==> config.mk <==
export PLATFORM = sky130hd
export DESIGN_NAME = substring_position_search_unit_flat
export DESIGN_NICKNAME = d
export VERILOG_FILES = /design/src/rtl/sps_pkg.sv /design/src/rtl/sps_in_if.sv /design/src/rtl/sps_out_if.sv /design/src/rtl/substring_position_search_unit.sv /design/src/rtl/sps_datapath.sv /design/src/rtl/sps_controller.sv /design/src/flat_wrapper.sv
export SDC_FILE = /design/constraint.sdc
export NUM_CORES = 2
export LEC_CHECK = 0
export BUFFER_PORTS_ARGS = -buffer_cell sky130_fd_sc_hd__buf_4
export CORE_MARGIN = 5
export CORE_UTILIZATION = 30
export CTS_CLUSTER_DIAMETER = 40
export DETAILED_ROUTE_END_ITERATION = 16
export SLEW_MARGIN = 40
export SYNTH_ARGS = -nofsm -noshare
export SYNTH_HDL_FRONTEND = slang
export SYNTH_SLANG_ARGS = --single-unit
export TNS_END_PERCENT = 50
==> constraint.sdc <==
create_clock -name clk -period 12.5 [get_ports clk]
set_clock_uncertainty 0.1 [all_clocks]
set_input_delay 1.875 -clock clk [delete_from_list [all_inputs] [get_ports clk]]
set_output_delay 1.875 -clock clk [all_outputs]
set_load 0.005 [all_outputs]
==> src/rtl/sps_pkg.sv <==
// ----------------------------------------------------------------------------
// sps_pkg
// Shared constants and types of the substring position search unit: item
// operation codes, the default string capacity and the controller/datapath
// command and status groups.
// ----------------------------------------------------------------------------
package sps_pkg;

    // default capacity of each string in bytes
    localparam int MAX_LEN_DEF = 255;

    // item operation codes
    localparam logic [1:0] OP_APPEND_HAY    = 2'd0;
    localparam logic [1:0] OP_APPEND_NEEDLE = 2'd1;
    localparam logic [1:0] OP_SEARCH        = 2'd2;
    localparam logic [1:0] OP_CLEAR         = 2'd3;

    // commands from controller to datapath
    typedef struct packed {
        logic append_hay;
        logic append_ndl;
        logic clear;
        logic init_search;
        logic next_k;
        logic next_pos;
        logic set_result;
        logic res_found;
        logic res_illegal;
    } sps_cmd_t;

    // status from datapath to controller
    typedef struct packed {
        logic start_zero;
        logic early_zero;
        logic byte_eq;
        logic last_k;
        logic last_pos;
    } sps_sts_t;

endpackage

==> src/rtl/sps_in_if.sv <==
// ----------------------------------------------------------------------------
// sps_in_if
// Request channel: valid/ready handshake carrying operation, data byte and
// search start position.
// ----------------------------------------------------------------------------
interface sps_in_if;
    logic       valid;
    logic       ready;
    logic [1:0] operation;
    logic [7:0] data_byte;
    logic [7:0] start_pos;

    modport source (output valid, output operation, output data_byte, output start_pos,
                    input ready);
    modport sink   (input valid, input operation, input data_byte, input start_pos,
                    output ready);
endinterface

==> src/rtl/sps_out_if.sv <==
// ----------------------------------------------------------------------------
// sps_out_if
// Result channel: valid/ready handshake carrying match position and status.
// ----------------------------------------------------------------------------
interface sps_out_if;
    logic       valid;
    logic       ready;
    logic [7:0] match_pos;
    logic       status;

    modport source (output valid, output match_pos, output status, input ready);
    modport sink   (input valid, input match_pos, input status, output ready);
endinterface

==> src/rtl/substring_position_search_unit.sv <==
// ----------------------------------------------------------------------------
// substring_position_search_unit
// Keeps a haystack and a needle string loaded byte by byte and reports the
// first 1-based position at or after a start where the needle matches.
//
//   channel   dir   handshake      payload
//   request   in    valid/ready    operation, data_byte, start_pos
//   result    out   valid/ready    match_pos, status
//
// Append and clear items are applied when taken. A search decodes the item,
// then runs the naive position-by-position scan, a read and a compare state
// per byte compare, and loads the result in the done state; cases decided
// without a scan go straight from the decode to the done state. The compare
// loop reads one byte from each string store per pass, with registered read data.
// Reset clears both lengths; stored bytes are not cleared. Requests are taken
// only between searches; a search waits to load its result while the
// previous result is still held on the result channel.
// ----------------------------------------------------------------------------
module substring_position_search_unit #(
    parameter int MAX_LEN = sps_pkg::MAX_LEN_DEF
) (
    input  logic      clk,
    input  logic      rst_n,
    sps_in_if.sink    request,
    sps_out_if.source result
);

    sps_pkg::sps_cmd_t cmd;
    sps_pkg::sps_sts_t sts;

    // sequencer
    sps_controller u_ctrl (
        .clk       (clk),
        .rst_n     (rst_n),
        .in_valid  (request.valid),
        .in_ready  (request.ready),
        .operation (request.operation),
        .out_valid (result.valid),
        .out_ready (result.ready),
        .cmd       (cmd),
        .sts       (sts)
    );

    // stores, counters and result register
    sps_datapath #(
        .MAX_LEN (MAX_LEN)
    ) u_dp (
        .clk       (clk),
        .rst_n     (rst_n),
        .cmd       (cmd),
        .sts       (sts),
        .data_byte (request.data_byte),
        .start_pos (request.start_pos),
        .match_pos (result.match_pos),
        .status    (result.status)
    );

endmodule

==> src/rtl/sps_datapath.sv <==
// ----------------------------------------------------------------------------
// sps_datapath
// String stores, lengths, search position and byte counters, registered
// memory reads and the result register.
// ----------------------------------------------------------------------------
module sps_datapath #(
    parameter int MAX_LEN = sps_pkg::MAX_LEN_DEF
) (
    input  logic             clk,
    input  logic             rst_n,
    input  sps_pkg::sps_cmd_t cmd,
    output sps_pkg::sps_sts_t sts,
    input  logic [7:0]       data_byte,
    input  logic [7:0]       start_pos,
    output logic [7:0]       match_pos,
    output logic             status
);

    localparam int LEN_W  = $clog2(MAX_LEN + 1);
    localparam int ADDR_W = (MAX_LEN > 1) ? $clog2(MAX_LEN) : 1;
    localparam int CW     = ((LEN_W > 8) ? LEN_W : 8) + 1;

    logic [7:0]       hay_mem [MAX_LEN];
    logic [7:0]       ndl_mem [MAX_LEN];

    logic [LEN_W-1:0] hay_len_reg, hay_len_next;
    logic [LEN_W-1:0] ndl_len_reg, ndl_len_next;
    logic [LEN_W-1:0] pos_reg, pos_next;
    logic [LEN_W-1:0] k_reg, k_next;
    logic [LEN_W-1:0] last_reg, last_next;
    logic [7:0]       hay_rd_reg;
    logic [7:0]       ndl_rd_reg;
    logic [7:0]       match_pos_reg;
    logic             status_reg;
    logic [LEN_W-1:0] hay_addr;
    logic [CW-1:0]    fit_lhs;
    logic [CW-1:0]    fit_rhs;

    // byte stores, written at the current length
    always_ff @(posedge clk)
    begin
        if (cmd.append_hay && (hay_len_reg < LEN_W'(MAX_LEN)))
        begin
            hay_mem[hay_len_reg[ADDR_W-1:0]] <= data_byte;
        end
        if (cmd.append_ndl && (ndl_len_reg < LEN_W'(MAX_LEN)))
        begin
            ndl_mem[ndl_len_reg[ADDR_W-1:0]] <= data_byte;
        end
    end

    // registered reads at the current compare point
    assign hay_addr = pos_reg - LEN_W'(1) + k_reg;

    always_ff @(posedge clk)
    begin
        hay_rd_reg <= hay_mem[hay_addr[ADDR_W-1:0]];
        ndl_rd_reg <= ndl_mem[k_reg[ADDR_W-1:0]];
    end

    // needle fit test: hay_len + 1 < start + ndl_len means no room
    assign fit_lhs = CW'(hay_len_reg) + CW'(1);
    assign fit_rhs = CW'(start_pos) + CW'(ndl_len_reg);

    always_comb
    begin
        sts.start_zero = (start_pos == 8'd0);
        sts.early_zero = (hay_len_reg == '0) || (ndl_len_reg == '0) || (fit_lhs < fit_rhs);
        sts.byte_eq    = (hay_rd_reg == ndl_rd_reg);
        sts.last_k     = (k_reg == ndl_len_reg - LEN_W'(1));
        sts.last_pos   = (pos_reg == last_reg);
    end

    // lengths and search counters
    always_comb
    begin
        hay_len_next = hay_len_reg;
        ndl_len_next = ndl_len_reg;
        pos_next     = pos_reg;
        k_next       = k_reg;
        last_next    = last_reg;
        if (cmd.clear)
        begin
            hay_len_next = '0;
            ndl_len_next = '0;
        end
        if (cmd.append_hay && (hay_len_reg < LEN_W'(MAX_LEN)))
        begin
            hay_len_next = hay_len_reg + LEN_W'(1);
        end
        if (cmd.append_ndl && (ndl_len_reg < LEN_W'(MAX_LEN)))
        begin
            ndl_len_next = ndl_len_reg + LEN_W'(1);
        end
        if (cmd.init_search)
        begin
            pos_next  = LEN_W'(start_pos);
            k_next    = '0;
            last_next = hay_len_reg - ndl_len_reg + LEN_W'(1);
        end
        if (cmd.next_k)
        begin
            k_next = k_reg + LEN_W'(1);
        end
        if (cmd.next_pos)
        begin
            pos_next = pos_reg + LEN_W'(1);
            k_next   = '0;
        end
    end

    always_ff @(posedge clk or negedge rst_n)
    begin
        if (!rst_n)
        begin
            hay_len_reg <= '0;
            ndl_len_reg <= '0;
        end
        else
        begin
            hay_len_reg <= hay_len_next;
            ndl_len_reg <= ndl_len_next;
        end
    end

    always_ff @(posedge clk)
    begin
        pos_reg  <= pos_next;
        k_reg    <= k_next;
        last_reg <= last_next;
    end

    // result register
    always_ff @(posedge clk)
    begin
        if (cmd.set_result)
        begin
            match_pos_reg <= cmd.res_found ? 8'(pos_reg) : 8'd0;
            status_reg    <= cmd.res_illegal;
        end
    end

    assign match_pos = match_pos_reg;
    assign status    = status_reg;

endmodule

==> src/rtl/sps_controller.sv <==
// ----------------------------------------------------------------------------
// sps_controller
// Sequencer for the search: decodes items, steps the compare loop over
// needle bytes and haystack positions, and owns the result valid flag.
// ----------------------------------------------------------------------------
module sps_controller (
    input  logic              clk,
    input  logic              rst_n,
    input  logic              in_valid,
    output logic              in_ready,
    input  logic [1:0]        operation,
    output logic              out_valid,
    input  logic              out_ready,
    output sps_pkg::sps_cmd_t cmd,
    input  sps_pkg::sps_sts_t sts
);

    localparam logic [1:0] S_IDLE = 2'd0;
    localparam logic [1:0] S_READ = 2'd1;
    localparam logic [1:0] S_CMP  = 2'd2;
    localparam logic [1:0] S_DONE = 2'd3;

    logic [1:0] state_reg, state_next;
    logic       found_reg, found_next;
    logic       illegal_reg, illegal_next;
    logic       out_valid_reg, out_valid_next;
    logic       accept;

    assign in_ready  = (state_reg == S_IDLE);
    assign accept    = in_valid && in_ready;
    assign out_valid = out_valid_reg;

    // next state and datapath commands
    always_comb
    begin
        state_next   = state_reg;
        found_next   = found_reg;
        illegal_next = illegal_reg;
        cmd          = '0;
        cmd.res_found   = found_reg;
        cmd.res_illegal = illegal_reg;
        unique case (state_reg)
            S_IDLE:
            begin
                if (accept)
                begin
                    unique case (operation)
                        sps_pkg::OP_APPEND_HAY:    cmd.append_hay = 1'b1;
                        sps_pkg::OP_APPEND_NEEDLE: cmd.append_ndl = 1'b1;
                        sps_pkg::OP_CLEAR:         cmd.clear      = 1'b1;
                        sps_pkg::OP_SEARCH:
                        begin
                            priority if (sts.start_zero)
                            begin
                                found_next   = 1'b0;
                                illegal_next = 1'b1;
                                state_next   = S_DONE;
                            end
                            else if (sts.early_zero)
                            begin
                                found_next   = 1'b0;
                                illegal_next = 1'b0;
                                state_next   = S_DONE;
                            end
                            else
                            begin
                                cmd.init_search = 1'b1;
                                found_next      = 1'b0;
                                illegal_next    = 1'b0;
                                state_next      = S_READ;
                            end
                        end
                        default: ;
                    endcase
                end
            end
            S_READ:
            begin
                state_next = S_CMP;
            end
            S_CMP:
            begin
                priority if (sts.byte_eq && sts.last_k)
                begin
                    found_next = 1'b1;
                    state_next = S_DONE;
                end
                else if (sts.byte_eq)
                begin
                    cmd.next_k = 1'b1;
                    state_next = S_READ;
                end
                else if (sts.last_pos)
                begin
                    state_next = S_DONE;
                end
                else
                begin
                    cmd.next_pos = 1'b1;
                    state_next   = S_READ;
                end
            end
            S_DONE:
            begin
                if (!out_valid_reg || out_ready)
                begin
                    cmd.set_result = 1'b1;
                    state_next     = S_IDLE;
                end
            end
            default: state_next = S_IDLE;
        endcase
    end

    // result valid flag
    always_comb
    begin
        out_valid_next = out_valid_reg;
        if (out_valid_reg && out_ready)
        begin
            out_valid_next = 1'b0;
        end
        if (cmd.set_result)
        begin
            out_valid_next = 1'b1;
        end
    end

    always_ff @(posedge clk or negedge rst_n)
    begin
        if (!rst_n)
        begin
            state_reg     <= S_IDLE;
            found_reg     <= 1'b0;
            illegal_reg   <= 1'b0;
            out_valid_reg <= 1'b0;
        end
        else
        begin
            state_reg     <= state_next;
            found_reg     <= found_next;
            illegal_reg   <= illegal_next;
            out_valid_reg <= out_valid_next;
        end
    end

`ifndef ASSERT_OFF
    // a new result never overwrites one still waiting
    a_no_overwrite: assert property (@(posedge clk) disable iff (!rst_n)
        cmd.set_result |-> (!out_valid_reg || out_ready))
        else $error("result overwritten while pending");

    // a loaded result is presented on the next cycle
    a_result_shown: assert property (@(posedge clk) disable iff (!rst_n)
        cmd.set_result |=> out_valid_reg)
        else $error("result not presented");

    // every compare follows a memory read cycle
    a_cmp_after_read: assert property (@(posedge clk) disable iff (!rst_n)
        (state_reg == S_CMP) |-> ($past(state_reg) == S_READ))
        else $error("compare without preceding read");

    // the loop advances only one counter at a time
    a_one_step: assert property (@(posedge clk) disable iff (!rst_n)
        !(cmd.next_k && cmd.next_pos))
        else $error("both search counters stepped");
`endif

endmodule
==> src/flat_wrapper.sv <==
// flat-port wrapper written by rule: the top's interface ports become plain ports
module substring_position_search_unit_flat 
#(
    parameter int MAX_LEN = sps_pkg::MAX_LEN_DEF
)
  (clk, rst_n, request_valid, request_operation, request_data_byte, request_start_pos, request_ready, result_valid, result_match_pos, result_status, result_ready);
  sps_in_if request_i ();
  sps_out_if result_i ();
  input  logic clk;
  input  logic rst_n;
  input wire logic [$bits(request_i.valid)-1:0] request_valid;
  input wire logic [$bits(request_i.operation)-1:0] request_operation;
  input wire logic [$bits(request_i.data_byte)-1:0] request_data_byte;
  input wire logic [$bits(request_i.start_pos)-1:0] request_start_pos;
  output wire logic [$bits(request_i.ready)-1:0] request_ready;
  output wire logic [$bits(result_i.valid)-1:0] result_valid;
  output wire logic [$bits(result_i.match_pos)-1:0] result_match_pos;
  output wire logic [$bits(result_i.status)-1:0] result_status;
  input wire logic [$bits(result_i.ready)-1:0] result_ready;
  assign request_i.valid = request_valid;
  assign request_i.operation = request_operation;
  assign request_i.data_byte = request_data_byte;
  assign request_i.start_pos = request_start_pos;
  assign request_ready = request_i.ready;
  assign result_valid = result_i.valid;
  assign result_match_pos = result_i.match_pos;
  assign result_status = result_i.status;
  assign result_i.ready = result_ready;
  substring_position_search_unit #(.MAX_LEN(MAX_LEN)) u_core (.clk(clk), .rst_n(rst_n), .request(request_i), .result(result_i));
endmodule
# Word-level counts from Yosys, hierarchy flattened
# Memories as Yosys holds them, arrays and structs flattened. A register that Yosys moved wholly into a read port is not among the register bits.
# Cells that the tools add are included.
classes:
  n_mux: 42
  div: 0
  n_eq_ne: 13
  mul: 0
  add_sub_neg: 11
  bitwise: 0
  reduce_logical: 23
  n_shift: 0
  magnitude_cmp: 3
op_table:
  columns: ["operator", "n"]
  rows:
  - ["$mux W8", 7]
  - ["$add A8 B1 Y8 const B", 5]
  - ["$eq A8 B8 Y1", 3]
  - ["$logic_not A8 Y1", 3]
  - ["$mux W1", 21]
  - ["$mux W2", 10]
  - ["$lt A8 B8 Y1 const B", 2]
  - ["$sub A8 B1 Y8 const B", 2]
  - ["$reduce_bool A2 Y1", 6]
  - ["$add A8 B1 Y9 const B", 1]
  - ["$add A8 B8 Y9", 1]
  - ["$lt A9 B9 Y1", 1]
  - ["$add A8 B8 Y8", 1]
  - ["$eq A2 B2 Y1 const B", 4]
  - ["$mux W4", 2]
  - ["$pmux W2 S4", 1]
  - ["$sub A8 B8 Y8", 1]
  - ["$reduce_and A3 Y1", 2]
  - ["$logic_and A1 B1 Y1", 5]
  - ["$eq A2 B1 Y1 const B", 2]
  - ["$logic_not A2 Y1", 2]
  - ["$ne A2 B1 Y1 const B", 2]
  - ["$ne A2 B2 Y1 const B", 2]
  - ["$reduce_and A4 Y1", 1]
  - ["other kinds (3)", 5]
word_totals:
  mem_bits_rw: 4080
  regBits: 54
  in_bits: 22
  romBits: 0
  latchBits: 0
  mem_count: 2
  out_inout_bits: 11
mem_list:
  columns: ["name", "words", "width", "rd", "rd_ports_with_merged_regs", "write_ports", "line", "rtl"]
  rows:
  - ["u_core.u_dp.hay_mem", 255, 8, 1, 1, 1, "sps_datapath.sv:23", "logic [7:0] hay_mem [MAX_LEN];"]
  - ["u_core.u_dp.ndl_mem", 255, 8, 1, 1, 1, "sps_datapath.sv:24", "logic [7:0] ndl_mem [MAX_LEN];"]

# Depth between registers and ports, before layout
depth:
  ltp_word: 11
  depth_mapped: 22

# Modules after synthesis
# A second synthesis with hierarchy kept.
unflattened:
  hier_cells: 7594
  hier_area_um2: 162468.3
by_module_without_submodules:
  columns: ["mod", "seq_area_each_um2", "area_each_um2", "cells_each", "n_inst"]
  rows:
  - ["sps_datapath", 124149.1, 162133.0, 7556, 1]
  - ["sps_controller", 125.1, 335.3, 38, 1]

# Least setup slack after synthesis
# No wires, ideal clock.
synth_path:
  path_kind: "in2reg"
  startpoint: "in request_start_pos[0]"
  endpoint: "reg u_core.u_dp.k_reg[3]"
  arrival_ns: 5.292
  cell_stages: 19
  slack_ns: 6.978
  t_required_ns: 12.270
  path_buffers: 0
  path_cell_list: "ha_1 -> inv_1 -> fa_1 -> inv_1 -> a21oi_1 -> o21ai_0 -> a21oi_1 -> o21bai_1 -> a21o_1 -> a21oi_1 -> ha_1 -> and3_1 -> a211oi_1 -> nor4_1 -> o21ai_0 -> o21ai_0 -> nor2_4 -> o21ai_1 -> o31ai_1"
synth_via:
  elab_chain_len: 9
  word_cells_on_any_way: 10
  cone_classes: "add/sub: 1; order compare: 1; mux: 5; reduce/logical: 3"
synth_lines:
  columns: ["item", "line", "rtl"]
  rows:
  - ["start, declared", "flat_wrapper.sv:14", "input wire logic [$bits(request_i.start_pos)-1:0] request_start_pos;"]
  - ["$add A8 B8 Y9", "sps_datapath.sv:63", "assign fit_rhs = CW'(start_pos) + CW'(ndl_len_reg);"]
  - ["$lt A9 B9 Y1", "sps_datapath.sv:68", "sts.early_zero = (hay_len_reg == '0) || (ndl_len_reg == '0) || (fit_lhs < fit_rhs);"]
  - ["$logic_or A1 B1 Y1", "sps_datapath.sv:68", null]
  - ["$mux W1", "sps_controller.sv:59", "else if (sts.early_zero)"]
  - ["$mux W1 (*)", "sps_controller.sv:53", "priority if (sts.start_zero)"]
  - ["$mux W1 (*)", "sps_controller.sv:47", "unique case (operation)"]
  - ["$mux W4 (*)", "sps_controller.sv:45", "if (accept)"]
  - ["$mux W4 (*)", "sps_controller.sv:42", "unique case (state_reg)"]
  - ["$reduce_bool A2 Y1 (no line) (*)", null, null]
  - ["end signal, assigned", "sps_datapath.sv:129", "k_reg <= k_next;"]
  - ["end, declared", "sps_datapath.sv:29", "logic [LEN_W-1:0] k_reg, k_next;"]
# Every way passes the cells marked *; elsewhere a longest branch is shown, timed or not.
# A chain may end at the register's enable or synchronous reset.

# Final worst setup path
layout_path:
  startpoint: "reg u_core.u_dp.k_reg[0]"
  endpoint: "reg u_core.u_dp.hay_rd_reg[5] (read register of u_core.u_dp.hay_mem)"
layout_via:
  elab_chain_len: 1
layout_lines:
  columns: ["item", "line", "rtl"]
  rows:
  - ["$add A8 B8 Y8", "sps_datapath.sv:53", "assign hay_addr = pos_reg - LEN_W'(1) + k_reg;"]
  - ["end, declared", "sps_datapath.sv:31", "logic [7:0] hay_rd_reg;"]
# Every way passes these cells.

==> impl_summary.txt <==
----------------------------------------------------
[Outcome]
  Outcome ... finished clean

[Synth]
  Async set-reset flop share out of synthesis ... 0.5060%
  Commonest register cell after synthesis ... edfxtp_1
  Largest cells by area after synthesis ... edfxtp_1, mux4_2, nor2_1
  Dominant cell type by area after synthesis ... edfxtp_1
  Post-Syn Nets ... 7728
  Flip-flop and latch count after synthesis ... 4150
  Avg Cell Area, Syn ... 21.24 um^2
  Count of synthesis-stage warnings from yosys ... 0
  Combined area of all synthesized cells ... 0.1625 mm^2
  Share of the synthesized area in the top cell type ... 75.84%
  Cells after synthesis ... 7651
  Proportion of synthesized chip area in sequential cells ... 76.46%
  Count of flip-flops with a built-in enable after synthesis ... 4105
  Number of distinct library cells after synthesis ... 80

[STA]
  Setup-failing EPs final ... 0
  Period utilisation layout ... 48.14%
  Post-route setup slack ... 6483 ps
  Maximum achievable frequency ... 0.1662 GHz
  Final Max Slew Viols ... 0
  Worst rel slew slack ... 39.40%
  Sum of negative setup slack ... 0 ps
  Final hold viol count ... 0
  Min Clock Period, post-route ... 6017 ps
  Setup repair after global routing missed its margin ... false
  Least-Margin Pin Slew ... 905.7 ps

[Clock network]
  Cell chosen for the clock root ... clkbuf_16
  CTS tree ... done
  Clock slew seen by the registers of the worst setup and hold paths ... 60 ps
  Clock latency reported for the late side of the worst-skew pair ... 960 ps
  Count of H-tree levels built during CTS ... 5
  TritonCTS buffer count ... 445
  Number of sinks driven by the clock tree ... 4150
  Total of cells resized after clock tree synthesis ... 0
  Setup repair bufs after CTS ... 0
  Number of hold-repair buffers added at the cts stage ... 0
  Bufs on Longest Clock Path ... 4

[Floorplanning]
  Boundary Pins ... 33
  Die Y ... 746.1 um
  Overall die area ... 0.5566 mm^2
  Initial core utilization ... 30.09%
  Placement row count ... 270
  Placeable core region ... 0.5402 mm^2
  Overall die width ... 746.1 um

[Hold path]
  Cells on Worst Hold Path ... 0
  Worst min-delay path startpoint ... u_core.u_ctrl.illegal_reg
  Hold path endpoint ... u_core.u_dp.status
  Worst hold path class ... register to register

[GRT]
  Via count of the first global-routing pass ... 80.89k
  Antenna violations before repair ... 12
  Total global routing track utilization ... 14.99%
  Largest net degree at the start of global routing ... 194
  Global-route wire length before repair ... 613500 um
  Overflow after GRT ... 0

[Finish]
  Most common cell after layout, fill and taps aside ... edfxtp_1
  Fraction of the core area covered by cells at the end of the flow ... 34.63%
  Ratio of cells with drive above 1 in the final layout ... 27.36%
  Multi-input gate area ... 0.03657 mm^2
  Total area of sequential cells ... 0.1243 mm^2
  Final net count ... 7950
  Non-filler cells, final ... 15.46k
  Most frequent cells in the layout ... edfxtp_1, mux4_2, clkbuf_16
  Number of filler instances in the final layout ... 49.51k
  Area growth from synthesis to final layout ... 15.11%

[Flow run]
  Max-cap viol count ... 0

[Placed design]
  Count of input and output buffers ... 32
  Routability-driven placement congestion ratio ... 0.8181
  Placed wire-length estimate after detailed placement ... 254400 um
  Worst setup slack after placement ... 6422 ps
  Cell count after placement ... 14.62k

[Routing]
  Routed WL ... 430400 um
  Total length of routed met2 wires ... 205100 um
  Antenna-violating nets left ... 0
  Via density ... 5.186
  Met3 routed wirelength ... 39260 um
  Initial drt markers ... 10.01k
  Via total after detailed routing ... 80.16k
  Wire length on met1 ... 173300 um
  Max Used Layer ... met5
  Number of search-and-repair iterations in the first detailed-routing pass ... 6
  Average detailed-routed wire length per instance ... 27.85 um
  DRC errors left ... 0

[Worst setup path]
  Ordered cell list for the critical path ... inv_1 -> ha_4 -> buf_4 -> buf_4 -> mux4_2 -> a22o_1 -> a221oi_1 -> mux2i_1 -> o211ai_1 -> o2111ai_1 -> a211o_1
  Launch point of the worst reg-to-reg path ... u_core.u_dp.k_reg[0]
  Critical path type ... register to register
  Slack of the worst reg-to-reg path ... 6480 ps
  Maximum cell stage delay along the critical path ... 900 ps
  Worst endpoint data arrival time ... 6740 ps
  Buffer and inverter count on the worst path ... 3
  Endpoint type of the worst setup path ... register
  Reg-to-reg endpoint ... u_core.u_dp.hay_rd_reg[5]
  Worst Setup Start Kind ... register
  Critical Path Slowest Stage Cell ... ha_4
  Family of cells with the greatest summed delay on the critical path ... buffers and inverters
  Required time of the worst setup path ... 13220 ps
  Critical path startpoint ... u_core.u_dp.k_reg[0]
  Highest net fanout along the worst path ... 34
  Cell depth of the worst flop-to-flop path ... 11
  Most used cell along the critical path ... buf_4

[Pwr]
  Total power density per cell area ... 212.2 mW/mm^2
  Leakage component of the power ... 56.22 nW
  Overall power consumption ... 39.70 mW
  Worst IR drop on VDD ... 469.6 uV

----------------------------------------------------
worst max path at each step:
stage / endpoint / slack (ps) / depth (start not counted)
global placement: u_core.u_dp.hay_rd_reg[1] / 6150 / 11
detailed placement: u_core.u_dp.hay_rd_reg[5] / 6420 / 11
floorplan: u_core.u_dp.k_reg[3] / 6980 / 19
global route: u_core.u_dp.hay_rd_reg[5] / 6170 / 11
CTS: u_core.u_dp.hay_rd_reg[5] / 6400 / 11
finish: u_core.u_dp.hay_rd_reg[5] / 6480 / 11
metal layers:
layer  vias to the layer above  global-route usage (%)
met5                         -                       0
met1                     43220                   20.62
met4                         6                   4.313
met3                       643                   3.406
met2                      3916                   23.85
li1                      32370                       -
cells in the mapped netlist (19+ instances only):
cell and instances:
edfxtp_1 4105, mux4_2 1126, nor2_1 577, nand2_1 370, clkbuf_1 218, mux2i_1 129
buf_2 111, nand3_1 105, a21oi_1 78, o21ai_0 74, buf_4 61, inv_1 54
ha_1 52, a22oi_1 45, a31oi_1 32, buf_1 32, nand4_1 32, xor2_1 31
xnor2_1 28, nor3_1 26, dfxtp_1 24, o22ai_1 24, dfrtp_1 21, a32oi_1 20
and2_1 19
final cells by class:
| cell class | instances | area share [%] |
|---|---|---|
| Inverter | 56 | 0.1177 |
| Antenna cell | 7 | 0.009363 |
| Timing Repair Buffer | 215 | 1.223 |
| Multi-Input combinational cell | 3005 | 19.55 |
| Clock buffer | 521 | 6.206 |
| Tap cell | 7208 | 4.821 |
| Sequential cell | 4150 | 66.43 |
| Clock inverter | 294 | 1.643 |
report_power, final:
group / switching [mW] / internal [mW] / total (mW)
clock: 5.57 / 7.62 / 13.2
combinational: 7.15 / 3.82 / 11.0
sequential: 0.167 / 15.4 / 15.5
total: 12.9 / 26.8 / 39.7
kinds of logic (layout without fill, tap and decap cells):
| logic type | after synthesis | count (layout) | synth area share [%] |
|---|---|---|---|
| adder cells (fa/ha/maj) | 55 | 55 | 0.4373 |
| AO/OA/AOI/OAI | 422 | 422 | 1.765 |
| flip-flops | 4150 | 4150 | 76.46 |
| XOR/XNOR | 60 | 60 | 0.3318 |
| buffers and inverters | 496 | 1086 | 1.460 |
| AND/OR/NAND/NOR | 1209 | 1209 | 3.120 |
| multiplexers | 1259 | 1259 | 16.42 |
| other | 0 | 7 | 0 |
metrics by stage:
step                instance area, um^2  hold WS (ps)
CTS                              186400         356.9
finish                           187100         362.2
floorplan                        162500         324.8
global route                     187100         373.2
detailed placement               171700         344.4
global placement                 171400         332.8
worst reg2reg max path, cell delays in order, from the launching register on:
cell	delay, ps
dfxtp_4	570
inv_1	460
ha_4	910
buf_4	700
buf_4	710
mux4_2	670
a22o_1	240
a221oi_1	250
mux2i_1	180
o211ai_1	550
o2111ai_1	230
a211o_1	330
(Power assumes the default switching activity.)
